## src/rtl/sbi_pkg.sv

```systemverilog
package sbi_pkg;

  // Opcodes of the bytecode.
  localparam logic [7:0] OPC_PUSH = 8'h01;
  localparam logic [7:0] OPC_ADD  = 8'h02;
  localparam logic [7:0] OPC_SUB  = 8'h03;
  localparam logic [7:0] OPC_MUL  = 8'h04;
  localparam logic [7:0] OPC_XOR  = 8'h05;
  localparam logic [7:0] OPC_RET  = 8'hFF;

  // Number of immediate bytes that follow a push.
  localparam logic [2:0] IMM_BYTES = 3'd4;

  typedef enum logic [1:0] {
    ST_RETURNED = 2'd0,
    ST_UNKNOWN  = 2'd1,
    ST_RAN_OFF  = 2'd2,
    ST_FAULT    = 2'd3
  } status_t;

  typedef struct packed {
    logic [7:0] code_byte;
    logic       last_byte;
  } code_item_t;

  typedef struct packed {
    logic signed [31:0] result_value;
    status_t            status;
  } result_item_t;

endpackage

```

## src/rtl/sbi_ram.sv

```systemverilog
module sbi_ram #(
  parameter int WIDTH = 32,
  parameter int DEPTH = 16,
  localparam int ADDR_W = (DEPTH > 1) ? $clog2(DEPTH) : 1
) (
  input  logic              clk,
  input  logic              wr_en,
  input  logic [ADDR_W-1:0] wr_addr,
  input  logic [WIDTH-1:0]  wr_data,
  input  logic [ADDR_W-1:0] rd_addr,
  output logic [WIDTH-1:0]  rd_data
);

  logic [WIDTH-1:0] mem [DEPTH];

  // Read returns the contents from before a write at the same edge.
  always_ff @(posedge clk) begin
    if (wr_en) begin
      mem[wr_addr] <= wr_data;
    end
    rd_data <= mem[rd_addr];
  end

endmodule

```

## src/rtl/stack_bytecode_interpreter_unit.sv

```systemverilog
// Byte-serial stack machine interpreter. A program arrives one byte per item on the code
// channel, its final byte marked by last_byte; each program starts with an empty stack.
// Opcodes are push (0x01, followed by a four-byte big-endian immediate), add (0x02),
// subtract (0x03), multiply (0x04, low 32 bits of the product), xor (0x05) and return
// (0xFF); all arithmetic wraps. Return delivers the top of the stack with status 0. An
// unknown opcode gives status 1, a program that ends without a result gives status 2, and
// a stack overflow or underflow gives status 3, each with value 0. After a result every
// byte up to and including the marked last byte is skipped. The block takes one byte per
// clock cycle while code_ready is high, with no bubbles: the top of the stack lives in a
// register and the entry beneath it is kept prefetched from a single-port-read stack RAM, so
// every operation finishes within the cycle of its byte. Results leave through a two-stage
// output buffer; code_ready falls only when both stages hold results that the consumer has
// not taken. There is no clearing pass after reset, and the first item can be taken at once.
module stack_bytecode_interpreter_unit #(
  parameter int STACK_DEPTH = 16
) (
  input  logic                 clk,
  input  logic                 rst,
  input  logic                 code_valid,
  output logic                 code_ready,
  input  sbi_pkg::code_item_t  code,
  output logic                 result_valid,
  input  logic                 result_ready,
  output sbi_pkg::result_item_t result
);

  import sbi_pkg::*;

  localparam int SP_W   = $clog2(STACK_DEPTH + 1);
  localparam int ADDR_W = $clog2(STACK_DEPTH);

  // Program state. sp counts the entries on the stack; the entry at sp-1 is also held in
  // tos, and the RAM read port shows the entry at sp-2 whenever the stack holds one.
  logic [SP_W-1:0] sp, sp_next;
  logic [2:0]      imm_left, imm_left_next;
  logic [23:0]     imm_acc, imm_acc_next;
  logic            finished, finished_next;
  logic [31:0]     tos, tos_next;

  // Stack RAM ports.
  logic              wr_en;
  logic [ADDR_W-1:0] wr_addr;
  logic [31:0]       wr_data;
  logic [ADDR_W-1:0] rd_addr;
  logic [31:0]       nos;
  logic [SP_W-1:0]   rd_ptr;

  // Output buffer: a result register and a skid stage behind it.
  result_item_t out_reg, skid_reg;
  logic         out_valid, skid_valid;

  logic         accept;
  logic         have;
  result_item_t new_result;
  logic [31:0]  imm_word;
  logic [31:0]  alu_result;

  assign code_ready   = !skid_valid;
  assign accept       = code_valid && code_ready;
  assign result_valid = out_valid;
  assign result       = out_reg;

  assign imm_word = {imm_acc, code.code_byte};

  // Binary operations take a from the entry beneath the top and b from the top.
  always_comb begin
    case (code.code_byte)
      OPC_ADD: alu_result = nos + tos;
      OPC_SUB: alu_result = nos - tos;
      OPC_MUL: alu_result = nos * tos;
      default: alu_result = nos ^ tos;
    endcase
  end

  always_comb begin
    sp_next       = sp;
    imm_left_next = imm_left;
    imm_acc_next  = imm_acc;
    finished_next = finished;
    tos_next      = tos;
    wr_en         = 1'b0;
    wr_addr       = sp[ADDR_W-1:0];
    wr_data       = imm_word;
    have          = 1'b0;
    new_result.result_value = '0;
    new_result.status       = ST_RETURNED;

    if (accept) begin
      if (finished) begin
        if (code.last_byte) begin
          finished_next = 1'b0;
          sp_next       = '0;
          imm_left_next = '0;
          imm_acc_next  = '0;
        end
      end else begin
        if (imm_left != 3'd0) begin
          imm_left_next = imm_left - 3'd1;
          if (imm_left == 3'd1) begin
            imm_acc_next = '0;
            if (sp == SP_W'(STACK_DEPTH)) begin
              have              = 1'b1;
              new_result.status = ST_FAULT;
            end else begin
              wr_en    = 1'b1;
              wr_addr  = sp[ADDR_W-1:0];
              wr_data  = imm_word;
              tos_next = imm_word;
              sp_next  = sp + SP_W'(1);
            end
          end else begin
            imm_acc_next = {imm_acc[15:0], code.code_byte};
          end
        end else begin
          case (code.code_byte)
            OPC_PUSH: begin
              imm_left_next = IMM_BYTES;
              imm_acc_next  = '0;
            end
            OPC_ADD, OPC_SUB, OPC_MUL, OPC_XOR: begin
              if (sp < SP_W'(2)) begin
                have              = 1'b1;
                new_result.status = ST_FAULT;
              end else begin
                wr_en    = 1'b1;
                wr_addr  = ADDR_W'(sp - SP_W'(2));
                wr_data  = alu_result;
                tos_next = alu_result;
                sp_next  = sp - SP_W'(1);
              end
            end
            OPC_RET: begin
              have = 1'b1;
              if (sp == '0) begin
                new_result.status = ST_FAULT;
              end else begin
                new_result.result_value = tos;
              end
            end
            default: begin
              have              = 1'b1;
              new_result.status = ST_UNKNOWN;
            end
          endcase
        end

        if (!have && code.last_byte) begin
          have              = 1'b1;
          new_result.status = ST_RAN_OFF;
        end

        if (code.last_byte) begin
          sp_next       = '0;
          imm_left_next = '0;
          imm_acc_next  = '0;
          finished_next = 1'b0;
        end else if (have) begin
          finished_next = 1'b1;
        end
      end
    end
  end

  // The read address follows the next stack pointer, so the entry beneath the new top is
  // ready in the next cycle. Except as a program ends, it differs from the write address.
  assign rd_ptr  = sp_next - SP_W'(2);
  assign rd_addr = rd_ptr[ADDR_W-1:0];

  sbi_ram #(
    .WIDTH(32),
    .DEPTH(STACK_DEPTH)
  ) u_stack_ram (
    .clk    (clk),
    .wr_en  (wr_en),
    .wr_addr(wr_addr),
    .wr_data(wr_data),
    .rd_addr(rd_addr),
    .rd_data(nos)
  );

  always_ff @(posedge clk) begin
    if (rst) begin
      sp       <= '0;
      imm_left <= '0;
      imm_acc  <= '0;
      finished <= 1'b0;
    end else begin
      sp       <= sp_next;
      imm_left <= imm_left_next;
      imm_acc  <= imm_acc_next;
      finished <= finished_next;
    end
  end

  always_ff @(posedge clk) begin
    tos <= tos_next;
  end

  // Output buffer. A new result only arrives while the skid stage is empty.
  always_ff @(posedge clk) begin
    if (rst) begin
      out_valid  <= 1'b0;
      skid_valid <= 1'b0;
    end else begin
      if (!out_valid) begin
        out_valid <= have;
      end else if (result_ready) begin
        if (skid_valid) begin
          skid_valid <= 1'b0;
        end else begin
          out_valid <= have;
        end
      end else if (have) begin
        skid_valid <= 1'b1;
      end
    end
  end

  always_ff @(posedge clk) begin
    if (!out_valid || result_ready) begin
      out_reg <= skid_valid ? skid_reg : new_result;
    end
    if (out_valid && !result_ready && have) begin
      skid_reg <= new_result;
    end
  end

endmodule

```

## config.mk

```make
export PLATFORM = sky130hd
export DESIGN_NAME = stack_bytecode_interpreter_unit
export DESIGN_NICKNAME = d
export VERILOG_FILES = /design/src/rtl/sbi_pkg.sv /design/src/rtl/sbi_ram.sv /design/src/rtl/stack_bytecode_interpreter_unit.sv
export SDC_FILE = /design/constraint.sdc
export NUM_CORES = 2
export LEC_CHECK = 0
export BUFFER_PORTS_ARGS = -buffer_cell sky130_fd_sc_hd__buf_4
export CAP_MARGIN = 15
export CORE_MARGIN = 2
export CORE_UTILIZATION = 45
export CTS_CLUSTER_DIAMETER = 60
export DETAILED_ROUTE_END_ITERATION = 6
export SYNTH_ARGS = -nofsm -noshare
export SYNTH_HDL_FRONTEND = slang
export SYNTH_SLANG_ARGS = --single-unit
```

## constraint.sdc

```tcl
create_clock -name clk -period 17 [get_ports clk]
set_input_delay 0 -clock clk [delete_from_list [all_inputs] [get_ports clk]]
set_output_delay 0 -clock clk [all_outputs]
set_load 0.005 [all_outputs]
```

==> Yosys cells after proc, flatten, opt, wreduce, memory -nomap -nowiden <==
Memories as Yosys holds them, arrays and structs flattened. A register that Yosys moved wholly into a read port is not among the register bits.
Cells that the tools add are included.
{ "totals": {"regBits": 135, "latch_bits": 0, "ramBits": 512, "mem_bits_ro": 0, "in_bits": 13, "output_inout_bits": 36, "word_cells": 132, "mem_count": 1} }
{ "mem_list": {"columns": ["memory", "words", "width", "read_ports", "rd_clocked_by_memory_dff", "write_ports", "line", "text"], "rows": [
  ["u_stack_ram.mem", 16, 32, 1, 1, 1, "sbi_ram.sv:14", "logic [WIDTH-1:0] mem [DEPTH];"]
]} }
{ "classes": {"n_addsub": 7, "mul": 1, "div": 0, "order_cmp": 1, "n_eq_ne": 12, "n_shift": 0, "mux": 79, "bitwise": 2, "n_reduce_logical": 18} }
{ "op_table": {"columns": ["cell", "n"], "rows": [
  ["two-way mux 32 bit", 13],
  ["two-way mux 24 bit", 6],
  ["two-way mux 34 bit", 3],
  ["one-hot mux 32 bit (3 select lines)", 1],
  ["two-way mux 5 bit", 9],
  ["adder 32 bit", 1],
  ["multiplier 32 x 32 -> 32 bit", 1],
  ["subtractor 32 bit", 1],
  ["bitwise XOR 32 bit", 1],
  ["two-way mux 1 bit", 29],
  ["two-way mux 4 bit", 5],
  ["== test 8 x 2 -> 1 bit, second input constant", 2],
  ["== test 8 x 3 -> 1 bit, second input constant", 2],
  ["two-way mux 3 bit", 5],
  ["two-way mux 2 bit", 6],
  ["== test 8 x 1 -> 1 bit, second input constant", 1],
  ["== test 8 bit, second input constant", 1],
  ["subtractor 4 x 2 -> 4 bit, second input constant", 2],
  ["inequality test 2 bit, second input constant", 3],
  ["one-hot mux 2 bit (3 select lines)", 1],
  ["AND reduction 6 bit", 1],
  ["nonzero test 3 bit", 2],
  ["adder 5 x 1 -> 5 bit, second input constant", 1],
  ["== test 5 bit, second input constant", 1],
  ["other kinds (15)", 22]
]} }

==> Logic depth before layout (Yosys ltp) <==
{ "logic_depth": {"depth_word": 16, "ltp_mapped": 28, "mapped_depth_nobuf": 26} }

==> Hierarchy <==
A second synthesis with hierarchy kept.
{ "hier_totals": {"hier_cells": 3589, "area_unflattened_um2": 44661.6} }
{ "by_module_without_submodules": {"columns": ["mod", "n_inst", "cells_per_inst", "area_each_um2", "seq_area_each_um2"], "rows": [
  ["stack_bytecode_interpreter_unit", 1, 2751, 24826.3, 3703.6],
  ["sbi_ram", 1, 838, 19835.3, 16015.4]
]} }

==> Least setup slack after synthesis <==
OpenSTA, ideal clock, no wires.
{ "synth_timing": {"path_type": "register to register", "startpoint": "register tos[6]", "endpoint": "memory u_stack_ram.mem[0][31] (data pin)", "setup_time_ps": 304, "arrival_ps": 7423, "t_required_ps": 16696, "slack_ps": 9273, "stages_incl_launch_ff": 27, "path_buffers": 2, "synth_period_minus_slack_ps": 7727, "cell_sequence": "edfxtp_1 -> clkbuf_1 -> clkbuf_1 -> and2_1 -> fa_1 -> fa_1 -> fa_1 -> inv_1 -> fa_1 -> inv_1 -> fa_1 -> inv_1 -> fa_1 -> inv_1 -> fa_1 -> fa_1 -> ha_1 -> and3_1 -> nand3_1 -> or3_1 -> a21oi_1 -> a211oi_1 -> a211oi_1 -> o41ai_1 -> xnor2_1 -> nand2_1 -> a41oi_1"} }
{ "synth_via": {"elab_chain_cells": 7, "elab_cells_between_ends": 9, "cone_classes": "add/sub (2); mul (1); mux (6)"} }
{ "synth_rtl": {"columns": ["item", "line", "text"], "rows": [
  ["from (decl)", "stack_bytecode_interpreter_unit.sv:38", "logic [31:0] tos, tos_next;"],
  ["from (signal assigned)", "stack_bytecode_interpreter_unit.sv:196", "tos <= tos_next;"],
  ["multiplier 32 x 32 -> 32 bit, or another cell as far along", "stack_bytecode_interpreter_unit.sv:70", "OPC_MUL: alu_result = nos * tos;"],
  ["one-hot mux 32 bit (3 select lines) (*)", "stack_bytecode_interpreter_unit.sv:67", "case (code.code_byte)"],
  ["two-way mux 32 bit (*)", "stack_bytecode_interpreter_unit.sv:121", "if (sp < SP_W'(2)) begin"],
  ["two-way mux 32 bit (*)", "stack_bytecode_interpreter_unit.sv:115", "case (code.code_byte)"],
  ["two-way mux 32 bit (*)", "stack_bytecode_interpreter_unit.sv:97", "if (imm_left != 3'd0) begin"],
  ["two-way mux 32 bit (*)", "stack_bytecode_interpreter_unit.sv:89", "if (finished) begin"],
  ["two-way mux 32 bit (*)", "stack_bytecode_interpreter_unit.sv:88", "if (accept) begin"],
  ["net u_stack_ram.wr_data[31]", "sbi_ram.sv:9", "input logic [WIDTH-1:0] wr_data,"],
  ["to (decl)", "sbi_ram.sv:14", null]
]} }
The timed path passes the listed nets; every way through them passes the cells marked *.

==> Worst setup path in the final report <==
{ "layout_timing": {"startpoint": "register u_stack_ram.rd_data[6] (read register of u_stack_ram.mem)", "endpoint": "memory u_stack_ram.mem[5][30] (data pin)"} }
{ "layout_via": {"elab_chain_cells": 7, "elab_cells_between_ends": 9, "cone_classes": "add/sub (2); mul (1); mux (6)"} }
{ "layout_rtl": {"columns": ["item", "line", "text"], "rows": [
  ["from (decl)", "sbi_ram.sv:11", "output logic [WIDTH-1:0] rd_data"],
  ["multiplier 32 x 32 -> 32 bit, or another cell as far along", "stack_bytecode_interpreter_unit.sv:70", null],
  ["one-hot mux 32 bit (3 select lines) (*)", "stack_bytecode_interpreter_unit.sv:67", null],
  ["two-way mux 32 bit (*)", "stack_bytecode_interpreter_unit.sv:121", null],
  ["two-way mux 32 bit (*)", "stack_bytecode_interpreter_unit.sv:115", null],
  ["two-way mux 32 bit (*)", "stack_bytecode_interpreter_unit.sv:97", null],
  ["two-way mux 32 bit (*)", "stack_bytecode_interpreter_unit.sv:89", null],
  ["two-way mux 32 bit (*)", "stack_bytecode_interpreter_unit.sv:88", null],
  ["net u_stack_ram.wr_data[30]", "sbi_ram.sv:9", null]
]} }
Marked as above.

==> run_results.csv <==
group,metric,value,unit
drt,vias,30640,
yosys,synthDistinctLibCells,66,
cells_and_area,syn_to_final_growth,10.02,%
clock_tree,clk-insertion-delay-late,0.64,ns
floorplanning,io_pins,49,
global_routing,grt_max_degree,162,
yosys,muxShareOfSynthArea,0.02377,
cells_and_area,fin_util,0.5003,
hold_path,hold_class,"input port to flop",
yosys,yosysWarnings,0,
placement,port_buffers,48,
critical_path,crit_fanout,27,
yosys,synth_cells,4091,
cells_and_area,largest_reg_flops,512,
clock_tree,clock-sinks,679,
floorplanning,die_h,322.1,µm
yosys,netlist_area,45540,µm²
drt,first_iter_violations,2688,
cells_and_area,nNetsFinal,4693,
floorplanning,die_w,322.1,µm
floorplanning,core.rowCount,116,
yosys,synth_edf_count,612,
yosys,synth_top_cell_area_share,0.4035,
yosys,synth_top_area_cell,"edfxtp_1",
critical_path,crit_type,"flop to flop",
floorplanning,die_area,103800,µm²
sta,min_period,8.810,ns
sta,hold_violations,0,
critical_path,crit_start,"u_stack_ram.rd_data[6]",
critical_path,r2r_slack,8.19,ns
sta,timing.hold.ws,0.3035,ns
yosys,ys_seq_elements,679,
cells_and_area,stdcell_area,50100,µm²
critical_path,start_kind,"flop",
yosys,synthAdderAreaFrac,0.2290,
sta,fin_setup_tns,0,ns
hold_path,hold_path.startpoint,"result_ready",
global_routing,grt_first_pass_wirelength,193.6,mm
sta,fin_skew,0.03828,ns
global_routing,grt.total_usage,0.2483,
global_routing,grt_pass1_vias,31410,
drt,drt_wl_total,126.2,mm
sta,worst_slew_pin_slew,1.186,ns
clock_tree,cts_buffers,74,
global_routing,grt_overflow,0,
yosys,avgSynthCellArea,11.13,µm²
placement,gp_congestion,0.9267,
placement,dp_hpwl,80.35,mm
drt,ant_nets,0,
drt,drt_first_pass_iters,6,
drt,avgViaCountPerCell,5.618,
global_routing,antenna_found_initial,2,
yosys,synth_top_family_by_area,"adder cells",
yosys,synth_nets,4692,
run,maxCapViolCount,0,
sta,timing.fmax,113.5,MHz
yosys,synth_common_cells,"637 x nand2_1, 612 x edfxtp_1, 409 x fa_1",
yosys,synthSimpleGateAreaFrac,0.1476,
cells_and_area,layout-drive-gt1-share,0.08161,
sta,relSlewSlack,0.2074,
yosys,synth-xor-area-share,0.03118,
drt,wl_per_cell,23.13,µm
yosys,ys_seq_area_frac,0.4330,
clock_tree,ctsResizeCount,0,
floorplanning,core-area,100100,µm²
run_status,outcome,"finished clean",
critical_path,required,17.26,ns
clock_tree,clk_pin_slew,0.06,ns
critical_path,rr_startpoint,"u_stack_ram.rd_data[6]",
yosys,synth.most_common_cell,"nand2_1",
critical_path,endpoint_kind,"flop",
sta,maxSlewViolCount,0,
critical_path,crit_arrival,9.07,ns
clock_tree,clock_path_buffers,3,
clock_tree,clockRootBuffer,"clkbuf_16",
sta,finalCritPeriodShare,0.5182,
clock_tree,htree_num_levels,3,
yosys,synthArstFlopShare,0,
floorplanning,start_util,0.4547,
yosys,synth-compound-area-share,0.07817,
yosys,synth_flop_cell,"edfxtp_1",
cells_and_area,fillers,8957,
sta,setup_viol,0,
sta,rsz0062_at_grt,"false",
clock_tree,cts_tree,"yes",
yosys,synth.area.top_cells,"edfxtp_1 40%, fa_1 18%, nand2_1 5.3%",
drt,drcViolationCount,0,
placement,placed_area,47440,µm²
==> cells by family after synthesis <==
logic type               after synthesis
AND/OR/NAND/NOR                     1383
adder cells (fa/ha/maj)              588
XOR/XNOR                             160
AO/OA/AOI/OAI                        517
flip-flops                           679
buffers and inverters                660
multiplexers                         104
==> metal layers <==
metal | wire, µm | share of wire | GRT usage
met5 | 0 | 0 | 0
met4 | 3972 | 0.031 | 0.07996
met3 | 6697 | 0.053 | 0.02880
met2 | 62020 | 0.49 | 0.4210
met1 | 53470 | 0.42 | 0.3337
==> worst max-delay path: stages (launching register included) <==
cell and delay [ns]:
dfxtp_2 0.85, and2_1 0.25, fa_1 0.41, inv_1 0.08, fa_1 0.43, fa_1 0.47, fa_1 0.55, inv_1 0.05
ha_1 0.27, ha_1 0.29, fa_1 0.51, fa_1 0.43, ha_1 0.37, a21oi_1 0.17, nor2_1 0.06, a311oi_1 0.64
a21oi_1 0.33, a31o_2 0.36, a31oi_1 0.30, o21bai_1 0.14, mux2i_1 0.33, a211oi_1 0.20, a21oi_1 0.94
==> cell type report <==
| class | instances | area [µm²] | share of cell area |
|---|---|---|---|
| multi-input cells | 2752 | 23400 | 0.4671 |
| flip-flops and latches | 679 | 19720 | 0.3936 |
| clock buffers | 104 | 2026 | 0.04043 |
| well taps | 1298 | 1624 | 0.03241 |
| inverters | 408 | 1531 | 0.03057 |
| repair buffers | 177 | 1433 | 0.02859 |
| clock inverters | 34 | 362.8 | 0.007242 |
| diodes | 2 | 5.005 | 0.00009989 |
==> cell usage in the layout, fill, tap and decap left out, types with 10 or more instances in the layout <==
cell | Yosys | final
a211oi_1 | 51 | 51
a21o_1 | 62 | 62
a21oi_1 | 143 | 143
a221oi_1 | 14 | 14
a311oi_1 | 65 | 65
a31oi_1 | 12 | 12
and2_1 | 334 | 333
and3_1 | 141 | 141
buf_4 | 20 | 152
clkbuf_1 | 209 | 25
clkbuf_16 | 0 | 75
clkinv_2 | 0 | 10
dfxtp_1 | 67 | 66
dlygate4sd3_1 | 0 | 21
edfxtp_1 | 612 | 612
fa_1 | 409 | 409
ha_1 | 179 | 178
inv_1 | 408 | 407
mux2_2 | 33 | 33
mux2i_1 | 71 | 71
nand2_1 | 637 | 635
nand3_1 | 44 | 43
nor2_1 | 123 | 105
nor2_4 | 0 | 17
nor3_1 | 13 | 12
o21a_1 | 15 | 15
o21ai_0 | 52 | 38
o21ai_1 | 2 | 12
o21bai_1 | 14 | 14
o22ai_1 | 12 | 12
o32ai_1 | 34 | 34
or3_1 | 38 | 38
xnor2_1 | 112 | 112
xor2_1 | 47 | 47
==> through the flow <==
step / worst slack (ns) / instances
global route: 7.963 / 5453
CTS: 8.274 / 5447
finish: 8.190 / 5454
detailed placement: 8.324 / 5288
global placement: 8.424 / 5288
floorplan: 9.273 / 4091
==> final timing paths <==
check / to / depth (start not counted)
max: u_stack_ram.mem[5][30] / 22
max reg2reg: u_stack_ram.mem[5][30] / 22
min reg2reg: imm_acc[21] / 2
min: result_valid / 5
==> repair_timing <==
action                    in CTS  in global routing
buffers inserted               0                  0
hold buffers                  21                  0
hold endpoints to repair     105                  0
Power is not shown: default switching activity piles up to over one toggle a cycle in this logic, so the estimate is an artifact.
